<file path="config.mk">
export PLATFORM = sky130hd
export DESIGN_NAME = ncp_queue
export DESIGN_NICKNAME = d
export VERILOG_FILES = /design/src/rtl/core/ncp_pkg.sv /design/src/rtl/core/ncp_queue.sv
export SDC_FILE = /design/constraint.sdc
export NUM_CORES = 1
export LEC_CHECK = 0
export ABC_CLOCK_PERIOD_IN_PS = 23800
export BUFFER_PORTS_ARGS = -buffer_cell sky130_fd_sc_hd__buf_2
export CAP_MARGIN = 0
export CELL_PAD_IN_SITES_DETAIL_PLACEMENT = 0
export CELL_PAD_IN_SITES_GLOBAL_PLACEMENT = 2
export CORE_MARGIN = 4
export CORE_UTILIZATION = 41
export CTS_CLUSTER_SIZE = 16
export DETAILED_ROUTE_END_ITERATION = 10
export HOLD_SLACK_MARGIN = 0.12
export PLACE_DENSITY_LB_ADDON = 0.1
export SYNTH_ARGS = -nofsm -noshare
export SYNTH_HDL_FRONTEND = slang
export SYNTH_SLANG_ARGS = --single-unit
export TNS_END_PERCENT = 1
</file>
<file path="constraint.sdc">
create_clock -name clk -period 23.8 [get_ports clk]
set_clock_uncertainty 0.15 [all_clocks]
set_input_delay 0 -clock clk [delete_from_list [all_inputs] [get_ports clk]]
set_output_delay 0 -clock clk [all_outputs]
set_load 0.005 [all_outputs]
</file>
<file path="src/rtl/core/ncp_pkg.sv">
package ncp_pkg;

  localparam logic [8:0] UNSET = 9'h1FF;
  localparam logic [7:0] LINK_LOW = 8'd2;
  localparam logic [7:0] LINK_HIGH = 8'd71;
  localparam logic [8:0] ECHO_LINK = 9'd72;
  localparam logic [7:0] ECHO_OK = 8'h10;
  localparam logic [7:0] CONN_FAIL = 8'hFF;

  typedef enum logic [3:0] {
    CMD_RTS = 4'd0, CMD_STR = 4'd1, CMD_CLS = 4'd2, CMD_CHK = 4'd3,
    CMD_ECO = 4'd4, CMD_ERP = 4'd5, CMD_ERR = 4'd6, CMD_RST = 4'd7,
    CMD_OPEN = 4'd8, CMD_LISTEN = 4'd9, CMD_ECHO = 4'd10, CMD_CLOSE = 4'd11,
    CMD_DEAD = 4'd12, CMD_NOP = 4'd13, CMD_R14 = 4'd14, CMD_R15 = 4'd15
  } cmd_t;

  localparam logic [3:0] K_RTS = 4'd0;
  localparam logic [3:0] K_STR = 4'd1;
  localparam logic [3:0] K_CLS = 4'd2;
  localparam logic [3:0] K_ERR = 4'd3;
  localparam logic [3:0] K_ERP = 4'd4;
  localparam logic [3:0] K_RRP = 4'd5;
  localparam logic [3:0] K_ECO = 4'd6;
  localparam logic [3:0] K_LREP = 4'd7;
  localparam logic [3:0] K_OREP = 4'd8;
  localparam logic [3:0] K_CREP = 4'd9;
  localparam logic [3:0] K_EREP = 4'd10;

  localparam logic [3:0] OP_RTS = 4'd1;
  localparam logic [3:0] OP_STR = 4'd2;
  localparam logic [3:0] OP_CLS = 4'd3;

  localparam logic [7:0] E_LINK = 8'd3;
  localparam logic [7:0] E_NOLINK = 8'd4;
  localparam logic [7:0] E_UNKNOWN = 8'd5;

  localparam logic [1:0] REG_RLINK = 2'd0;
  localparam logic [1:0] REG_BSIZE = 2'd1;
  localparam logic [1:0] REG_SBASE = 2'd2;

  typedef struct packed {
    logic [3:0] command;
    logic [7:0] in_host;
    logic [31:0] in_local_socket;
    logic [31:0] in_remote_socket;
    logic [7:0] in_byte;
    logic [3:0] in_opcode;
    logic [3:0] in_connection;
  } in_word_t;

  typedef struct packed {
    logic [3:0] out_kind;
    logic [7:0] out_host;
    logic [31:0] out_socket_first;
    logic [31:0] out_socket_second;
    logic [7:0] out_byte;
    logic [3:0] out_opcode;
    logic [7:0] out_connection;
    logic [7:0] out_echo_status;
    logic out_last;
  } out_word_t;

  typedef struct packed {
    logic valid;
    logic bad_link;
    in_word_t word;
  } task_t;

endpackage

</file>
<file path="src/rtl/core/ncp_queue.sv">
module ncp_queue (
  input logic clk,
  input logic rst,
  input logic push,
  input ncp_pkg::task_t push_task,
  input logic pop,
  output logic full,
  output logic ready_out,
  output ncp_pkg::task_t head
);
  import ncp_pkg::*;

  task_t slot [2];
  logic [1:0] count;
  logic wp;
  logic rp;

  assign full = count == 2'd2;
  assign ready_out = count != 2'd0;
  assign head = slot[rp];

  always_ff @(posedge clk) begin
    if (rst) begin
      count <= 2'd0;
      wp <= 1'b0;
      rp <= 1'b0;
    end else begin
      if (push) begin
        slot[wp] <= push_task;
        wp <= ~wp;
      end
      if (pop) begin
        rp <= ~rp;
      end
      count <= count + {1'b0, push} - {1'b0, pop};
    end
  end

endmodule

</file>
Word level (Yosys, flattened, before mapping) --
Memories as Yosys holds them, arrays and structs flattened. A register that Yosys moved wholly into a read port is not among the register bits. Cells that the tools add are included.
Word-level totals: register bits after elaboration 4, bits in writable memories 188, bits of input ports 98, output and inout port bits 96, logic and storage cells 15, memories 1
Memories:
- slot | depth 2, bits a word 94, read ports 1, clocked after Yosys merged registers in 1, wr ports 1, line ncp_queue.sv:13 | task_t slot [2];
Cells by class: $add $sub $neg 2, equality and inequality tests 1, muxes and demuxes 5, bitwise gates (word level) 2, reductions and logical operators 1
Operators by type and width (count):
- 2-to-1 mux 1 bit | 5
- adder 2 x 1 -> 2 bit | 1
- equality test 2 bit, second input constant | 1
- inverter 1 bit | 2
- nonzero test 2 bit | 1
- subtractor 2 x 1 -> 2 bit | 1

Longest topological paths before layout --
word-level depth 3, mapped depth 6, mapped depth without buffers 6

Least setup slack after synthesis --
Ideal clock, no wire load.
kind flip-flop to flip-flop, start reg wp, end mem slot[0][0] (netlist bit), enable pin, library setup time 680 ps, arrival time 7137 ps, required time 22970 ps, setup slack 15832 ps, cell stages (with the launch flop) 2, path buffers 0, clock period less this slack 7968 ps, path through dfxtp_1 nor3b_1
RTL lines:
- start, declared | line ncp_queue.sv:15 | logic wp;
- start signal, assigned | line ncp_queue.sv:30 | wp <= ~wp;
- end, declared | line ncp_queue.sv:13
Straight into the memory's write port.

==> key figures <==
Status
  – Status: finished, final reports clean

Clocking
  – CTS root buffer: clkbuf_16
  – H-tree levels: 4
  – Inserted Clock Buffers: 17
  – CTS sink cnt: 193
  – Clk Latency, worst-skew pair: 0.42 ns
  – Clk buf depth: 2
  – Clock slew at reported path FFs: 0.07 ns
  – CTS tree: built
  – Resized cells post-CTS: 0

Timing
  – Final hold slack: 0.1480 ns
  – Slew HR: 0.3413
  – RSZ-0062 raised after global routing: false
  – Final setup TNS: 0 ns
  – Fin crit share: 0.1063
  – Final slew viol count: 0
  – Setup violators final: 0
  – Worst setup margin: 21.27 ns
  – Post-layout min period: 2.531 ns
  – Maximum clock rate: 395.1 MHz
  – Measured slew at the worst slew-check pin: 0.9880 ns
  – Final hold vios: 0

Routing
  – Remaining DRCs: 0
  – Post-DR vias/cell: 4.575
  – Via count: 3921
  – Routed Antenna Nets: 0
  – Drt wl/cell: 16.01 um
  – Initial DRT Pass Iterations: 5
  – WL final: 13.72 mm
  – Iter 0 DRT Violations: 204

Global route
  – First-pass GRT wire length: 21.65 mm
  – Total GRT Usage: 0.1440
  – Vias in the first global route: 4190
  – Initial antenna violation count: 0
  – GR Overflow Total: 0
  – Largest net degree at the start of global routing: 73

Hold path
  – Class of the worst hold path: in -> reg

Synthesis
  – Synth Area in Compound Gates: 0
  – Synth Area in Adders: 0.003566
  – #FFs+latches synth: 193
  – Synth unique cells: 15
  – Number of synthesized flops with an enable pin: 188
  – Commonest cells in the synthesized netlist: edfxtp_1 (188), mux2_2 (94), buf_6 (6)
  – XOR/XNOR Fraction of Synth Area: 0.005706
  – Asr flop ratio synth: 0
  – Top-count cell post-synth: edfxtp_1
  – Synth Flop Type: edfxtp_1
  – Yosys top cell area share: 0.8046
  – Synth top area cells: edfxtp_1 (80%), mux2_2 (15%), dfxtp_1 (1.4%), buf_6 (0.96%), ha_1 (0.36%)
  – Mux contribution to synthesized area: 0.1509
  – Synth Area in Simple Gates: 0.007133
  – Synth area leader: edfxtp_1
  – Sequential element share of the synthesized area: 0.8188
  – Mapped cell area: 7017 um2
  – Largest family of logic cells by synthesized area: multiplexers
  – Synthesized instance count: 313
  – Net count after synthesis: 413
  – Synth warn: 0
  – Avg Inst Size Synth: 22.42 um2

Die
  – Die extent in y: 138.8 um
  – Core footprint: 16700 um2
  – Initial core utilization: 0.4201
  – DIE AREA: 19270 um2
  – Row count: 47
  – Ports: 194
  – Die X: 138.8 um

Placed design
  – GPL Wtd Cong: 0.6973
  – Inst Count DP: 720
  – Port bufs: 193
  – Post-Place Setup Slack: 21.50 ns
  – HPWL after detailed placement: 8.543 mm

Cells and area
  – Syn-to-layout area delta: 40.64%
  – Nets: 724
  – Share of cells above drive strength 1: 0.5133
  – Fill cells: 1357
  – Finished Layout Cells: 857
  – # diodes: 0

Setup path
  – WS Path Type: reg -> out
  – CP Data Required Time: 23.65 ns
  – Worst setup SP type: flop
  – Crit-path max FO: 72
  – Worst setup EP type: primary output
  – Crit path DAT: 2.38 ns

Power and ir drop
  – Leak: 3.705 nW
  – Peak supply drop: 0.04900 mV
  – Power per Cell Area: 77.13 nW/um2

Run
  – Max-cap violations: 0
registers in the layout, summed over array words and instances (netlist names), named ones only:
| register | cells |
|---|---|
| slot | 188 |
| rp | 1 |
| wp | 1 |
| count | 2 |
cell type report:
type / count / area (um2) / share of cell area
Sequential cell: 193 / 5749 / 0.5826
Clock inverter: 15 / 181.4 / 0.01838
Clock buffer: 17 / 425.4 / 0.04311
Inverter: 2 / 7.507 / 0.0007607
Tap cell: 220 / 275.3 / 0.02789
Multi-Input combinational cell: 108 / 1182 / 0.1198
Timing Repair Buffer: 302 / 2047 / 0.2074
critical path, stage by stage, from the launching register on:
cell	delay, ns
dfxtp_4	0.54
buf_4	0.82
mux2_2	0.42
buf_2	0.14
metrics by stage:
stage	cell area, um2	util	power (W)
global placement	8210	0.4916	0.0004638
global route	9868	0.5909	0.0007944
finish	9868	0.5909	0.0007611
detailed placement	8210	0.4916	0.0004654
CTS	9868	0.5909	0.0007717
floorplan	7017	-	0.0004362
placed cells by master, fill, tap and decap left out, drive strengths merged:
cell,n
nor3b,1
xnor3,1
and3b,1
ha,2
dlygate4sd3,105
mux2,94
bufinv,3
or2,1
clkinvlp,1
xnor2,2
dfxtp,5
nor2b,2
clkinv,5
clkbuf,17
nor2,4
edfxtp,188
inv,8
buf,197
cell families (layout without fill, tap and decap cells):
logic type    count (synthesis)  after routing
flops                       193            193
mux                          94             94
buf+inv                      12            336
simple gates                  9              9
xor+xnor                      3              3
fa+ha+maj                     2              2
report_power, final:
group | switching [W] | internal, W | total, W | leakage [nW]
clock network | 0.000123 | 0.000167 | 0.000291 | 0.301
logic | 0.0000320 | 0.0000455 | 0.0000775 | 1.64
registers | 0.00000480 | 0.000388 | 0.000393 | 1.77
metal layers:
layer	vias to the layer above	GRT usage	part of all wire
li1	1865	-	-
met1	1904	0.1703	0.41
met2	130	0.2398	0.50
met3	22	0.05069	0.069
met4	0	0.06076	0.020
met5	-	0	0
path summary, 6_finish.rpt:
kind           startpoint     endpoint  slack [ns]  cells past startpoint
max reg2reg            wp  slot[1][61]       21.52                      2
min          push_task[3]   slot[0][3]        0.15                      2
min reg2reg            rp           rp        0.37                      2
max                  flop      head[2]       21.27                      3
repair_timing:
action	4_1_cts	5_1_grt
setup buffers	0	0
hold buffers	105	0
endpoints found under the setup margin	0	0
hold endpoints to repair	215	0
Power figures use the tool's default switching activity.
