[config.mk]
export PLATFORM = sky130hd
export DESIGN_NAME = ncp_front
export DESIGN_NICKNAME = d
export VERILOG_FILES = /design/src/rtl/core/ncp_pkg.sv /design/src/rtl/core/ncp_front.sv
export SDC_FILE = /design/constraint.sdc
export NUM_CORES = 1
export LEC_CHECK = 0
export ABC_AREA = 1
export BUFFER_PORTS_ARGS = -buffer_cell sky130_fd_sc_hd__clkbuf_2
export CORE_ASPECT_RATIO = 0.7
export CORE_MARGIN = 10
export CORE_UTILIZATION = 37
export DETAILED_ROUTE_END_ITERATION = 10
export HOLD_SLACK_MARGIN = 0.08
export PLACE_DENSITY = 0.78
export SLEW_MARGIN = 10
export SYNTH_ARGS = -nofsm -noshare
export SYNTH_HDL_FRONTEND = slang
export SYNTH_SLANG_ARGS = --single-unit
[constraint.sdc]
create_clock -name clk -period 4.85 [get_ports clk]
set_input_delay 0 -clock clk [delete_from_list [all_inputs] [get_ports clk]]
set_output_delay 0 -clock clk [all_outputs]
set_load 0.02 [all_outputs]
[src/rtl/core/ncp_pkg.sv]
package ncp_pkg;

  localparam logic [8:0] UNSET = 9'h1FF;
  localparam logic [7:0] LINK_LOW = 8'd2;
  localparam logic [7:0] LINK_HIGH = 8'd71;
  localparam logic [8:0] ECHO_LINK = 9'd72;
  localparam logic [7:0] ECHO_OK = 8'h10;
  localparam logic [7:0] CONN_FAIL = 8'hFF;

  typedef enum logic [3:0] {
    CMD_RTS = 4'd0, CMD_STR = 4'd1, CMD_CLS = 4'd2, CMD_CHK = 4'd3,
    CMD_ECO = 4'd4, CMD_ERP = 4'd5, CMD_ERR = 4'd6, CMD_RST = 4'd7,
    CMD_OPEN = 4'd8, CMD_LISTEN = 4'd9, CMD_ECHO = 4'd10, CMD_CLOSE = 4'd11,
    CMD_DEAD = 4'd12, CMD_NOP = 4'd13, CMD_R14 = 4'd14, CMD_R15 = 4'd15
  } cmd_t;

  localparam logic [3:0] K_RTS = 4'd0;
  localparam logic [3:0] K_STR = 4'd1;
  localparam logic [3:0] K_CLS = 4'd2;
  localparam logic [3:0] K_ERR = 4'd3;
  localparam logic [3:0] K_ERP = 4'd4;
  localparam logic [3:0] K_RRP = 4'd5;
  localparam logic [3:0] K_ECO = 4'd6;
  localparam logic [3:0] K_LREP = 4'd7;
  localparam logic [3:0] K_OREP = 4'd8;
  localparam logic [3:0] K_CREP = 4'd9;
  localparam logic [3:0] K_EREP = 4'd10;

  localparam logic [3:0] OP_RTS = 4'd1;
  localparam logic [3:0] OP_STR = 4'd2;
  localparam logic [3:0] OP_CLS = 4'd3;

  localparam logic [7:0] E_LINK = 8'd3;
  localparam logic [7:0] E_NOLINK = 8'd4;
  localparam logic [7:0] E_UNKNOWN = 8'd5;

  localparam logic [1:0] REG_RLINK = 2'd0;
  localparam logic [1:0] REG_BSIZE = 2'd1;
  localparam logic [1:0] REG_SBASE = 2'd2;

  typedef struct packed {
    logic [3:0] command;
    logic [7:0] in_host;
    logic [31:0] in_local_socket;
    logic [31:0] in_remote_socket;
    logic [7:0] in_byte;
    logic [3:0] in_opcode;
    logic [3:0] in_connection;
  } in_word_t;

  typedef struct packed {
    logic [3:0] out_kind;
    logic [7:0] out_host;
    logic [31:0] out_socket_first;
    logic [31:0] out_socket_second;
    logic [7:0] out_byte;
    logic [3:0] out_opcode;
    logic [7:0] out_connection;
    logic [7:0] out_echo_status;
    logic out_last;
  } out_word_t;

  typedef struct packed {
    logic valid;
    logic bad_link;
    in_word_t word;
  } task_t;

endpackage

[src/rtl/core/ncp_front.sv]
module ncp_front (
  input logic clk,
  input logic rst,
  input logic start,
  input ncp_pkg::in_word_t item,
  input logic q_full,
  output logic busy,
  output logic push,
  output ncp_pkg::task_t push_task
);
  import ncp_pkg::*;

  logic hold;
  in_word_t held;

  assign busy = hold;

  always_ff @(posedge clk) begin
    if (rst) begin
      hold <= 1'b0;
    end else if (start && !hold) begin
      hold <= 1'b1;
      held <= item;
    end else if (hold && !q_full) begin
      hold <= 1'b0;
    end
  end

  always_comb begin
    push = hold && !q_full;
    push_task.valid = 1'b1;
    push_task.word = held;
    push_task.bad_link = 1'b0;
    if (held.command == CMD_RTS || held.command == CMD_STR) begin
      push_task.bad_link = held.in_byte < LINK_LOW || held.in_byte > LINK_HIGH;
    end
  end

endmodule

### Word-level counts from Yosys, hierarchy flattened

Cells that the tools add are included.
Widths: inputs -> output; s select.

* flip-flop bits (word level): 93
* memories: 0
* word-level logic and storage cells: 24
* output and inout bits: 96
* memory bits (writable): 0
* memory bits (read-only): 0
* latch bits: 0
* input port bits: 96

* bitwise logic cells: 1
* reductions and logical operators: 9
* add/sub/neg operators: 0
* mux-type cells: 3
* order comparisons: 2
* $mul: 0
* equal/unequal tests: 1
* divide/modulo/power cells: 0
* shift operators: 0

Operators with widths (number)
* $gt 8x7->1 const B: 1
* $lt 8x2->1 const B: 1
* $eq 4x1->1 const B: 1
* $logic_not 4->1: 1
* $mux 1: 3
* $logic_and 1x1->1: 2
* $logic_not 1->1: 2
* $logic_or 1x1->1: 2
* $reduce_and 2->1: 1
* $reduce_bool 2->1: 1
* $not 1->1: 1

### Longest topological paths before layout

* depth after elaboration: 4
* gate-level depth with buffers: 7
* mapped depth without buffers: 7

### Least setup slack after synthesis

No wires, ideal clock.

* path kind: register -> register
* start point: register hold, in the netlist busy
* end point: register held (netlist bit push_task[0]) (enable)
* path slack: -0.063 ns
* stages on the path, launching flop included: 4
* required time: 4.306 ns
* setup time: 0.544 ns
* period minus slack after synthesis: 4.913 ns
* arrival: 4.369 ns
* path buffers: 0
* path through: dfxtp_1 inv_1 nand2_1 nor2_1

* cells in the longest elaborated chain, start to end: 3

Ends and longest elaborated chain
* from (decl): line ncp_front.sv:13 `logic hold;`
* from (signal assigned): line ncp_front.sv:20 `hold <= 1'b0;`
* from (signal assigned): line ncp_front.sv:22 `hold <= 1'b1;`
* from (signal assigned): line ncp_front.sv:25 `hold <= 1'b0;`
* $logic_not 1->1: line ncp_front.sv:21 `end else if (start && !hold) begin`
* $logic_and 1x1->1: line ncp_front.sv:21
* $reduce_and 2->1 (no source line)
* to (signal assigned): line ncp_front.sv:23 `held <= item;`
* to (decl): line ncp_front.sv:14 `in_word_t held;`

No other way between the ends.
A chain may end at the register's enable or synchronous reset.

### Worst setup path after layout

* start point: register hold, in the netlist busy
* end point: register held (netlist bit push_task[37]) (enable)

Same word-level chain as after synthesis.

==> impl_metrics.ini <==
[outcome]
status = complete, no violations

[hold_path]
hold_depth = 3
holdPathEnd = push_task[39]$_DFFE_PP_
min_path_type = in2reg
hp-start = start

[yosys]
avgSynthCellArea_um2 = 24.7
ys_warn_count = 0
syn_inst = 117
synth_seq_cells = 93
syn_nets = 213
synth_area_leaders = edfxtp_1 (96%), inv_1 (0.91%), nand2_1 (0.91%)
synth_common_cells = edfxtp_1 (92), inv_1 (7), nand2_1 (7)
netlist_area_um2 = 2890
yosysMostFrequentCell = edfxtp_1
synth-edff-count = 92
ys_seq_area_frac = 0.964
async_reset_ff_frac = 0
synth.distinct_cells = 12
yosys.area.top_type_share = 0.957
yosys.area.top_type = edfxtp_1
synthFlopType = edfxtp_1

[sta]
max_freq_ghz = 0.639
finClkSkew_ps = 10.2
finalSetupViolCount = 0
rsz0062_at_grt = no
hold_viol_final = 0
post-route-min-period_ps = 1560
fin_crit_sh = 0.323
tns_ps = 0
slew_violations = 0

[floorplan]
die-area_um2 = 11800
core.rowCount = 26
pin_count = 192
start_util = 0.387
fp.dieW_um = 126
die_h_um = 93.9
core_area_um2 = 7450

[cells_and_area]
nNetsFinal = 509
area_delta_synth_final_pct = 78.3
n_fill_cell = 497
finalInstanceArea_um2 = 5150
antenna_cells = 0
final_layout_size_suffix_gt1_frac = 0.500
multiInputGateArea_um2 = 77.6
seq_area_um2 = 2780

[clock_tree]
cts.clk_slew.worst_paths_ps = 90
post_cts_resized = 0
cts_buffers = 9
cts_setup_buffers = 0
root_buffer = clkbuf_8
cts_buffer_depth = 2
cts_tree = yes
hold_buffers = 94
cts_sinks = 93
clk_latency_ps = 350
htreeDepth = 3

[routing]
via_per_inst = 4.42
final_antenna_net_count = 0
wl_per_cell_um = 18.6
drt-initial-drc-count = 137
drc = 0
wirelength_um = 9620
vias = 2282
drt_first_pass_iters = 4

[critical_path]
crit_chain = inv_1 -> nand2_1 -> nor2_4 -> buf_12
crit_family = simple AND/OR/NAND/NOR gates
slowest_delay_ps = 400
worst_setup_path_end_kind = flip-flop
critical_path_arrival_ps = 1610
timing.rr.end = push_task[37]$_DFFE_PP_
cp_max_fo = 46
r2r_start = busy$_SDFFE_PP0P_
crit_slowest_cell = nor2_4
start_kind = flip-flop
reg2reg_slack_ps = 3290
reg2regPathDepth = 4
worst-path-buf-inv = 2
worstSetupPathType = reg2reg
worstPathRequired_ps = 4890

[placement]
port-buffer-count = 190
dpl_cell_area_um2 = 3980
hpwl_um = 6300
globalplace.congestion = 0.761

[global_routing]
grt_pass1_vias = 2535
grt_start_max_net_pins = 48
grt_overflow = 0
grt_antenna_before_repair = 0
grt_first_pass_wirelength_um = 14600
track_usage = 0.161

[pwr]
leakagePower_nw = 2.24
irDropWorstVdd_uv = 216
power_density_nw_per_um2 = 323

[flow_run]
drv_cap = 0
## worst max path at each step
stage | end | depth (start not counted) | slack (ps) | start
2_1_floorplan | push_task[0]$_DFFE_PP_ | 3 | 1500 | busy$_SDFFE_PP0P_
3_3_place_gp | push_task[66]$_DFFE_PP_ | 4 | 2750 | busy$_SDFFE_PP0P_
3_5_place_dp | push_task[83]$_DFFE_PP_ | 4 | 2650 | busy$_SDFFE_PP0P_
4_1_cts | push_task[74]$_DFFE_PP_ | 4 | 2640 | busy$_SDFFE_PP0P_
5_1_grt | push_task[27]$_DFFE_PP_ | 4 | 3190 | busy$_SDFFE_PP0P_
6_report | push_task[37]$_DFFE_PP_ | 4 | 3290 | busy$_SDFFE_PP0P_
## layer usage
metal | global-route usage | wire length (µm)
met1 | 0.168 | 3550
met2 | 0.266 | 4690
met3 | 0.0976 | 1220
met4 | 0.0564 | 165
met5 | 0 | 0
## power breakdown
part           internal [mW]  switching (mW)
registers              0.923          0.0111
logic                  0.101           0.102
clock network          0.247           0.279
total                   1.27           0.392
## worst register-to-register path: stages (launching register included)
cell and delay, ps:
dfxtp_1 350, inv_1 80, nand2_1 90, nor2_4 400, buf_12 330
## state kept, by name (all words and copies together) (netlist names)
signal     count
busy           1
push_task     92
## placed cells by master, fill, tap and decap left out, types with 2 or more instances in the layout
cell	n
inv_8	2
buf_12	2
inv_1	7
clkbuf_8	9
edfxtp_1	92
nor2_1	2
dlygate4sd3_1	94
nand2_1	7
inv_6	2
clkbuf_2	190
## cell type report
class	count	share of cell area
Sequential cell	93	0.541
Clock buffer	9	0.0241
Multi-Input combinational cell	16	0.0151
Inverter	7	0.00511
Tap cell	98	0.0238
Clock inverter	7	0.0158
Timing Repair Buffer	286	0.375
## cell families after synthesis
group / Yosys count / synth area share
AO/OA/AOI/OAI: 1 / 0.00173
buffers and inverters: 8 / 0.0117
flip-flops: 93 / 0.964
other: 1 / 0.00130
AND/OR/NAND/NOR: 14 / 0.0212
## metrics by stage
stage,setup slack (ps),cells,power (mW),hold slack (ps),util
after floorplan,1500,117,1.01,69.1,-
after global placement,2750,405,1.09,177,0.534
after detailed placement,2650,405,1.09,179,0.534
after CTS,2640,515,1.67,274,0.688
after global routing,3190,516,1.73,143,0.691
final,3290,516,1.66,145,0.691
Note: power is estimated with default switching activity, not from simulation.
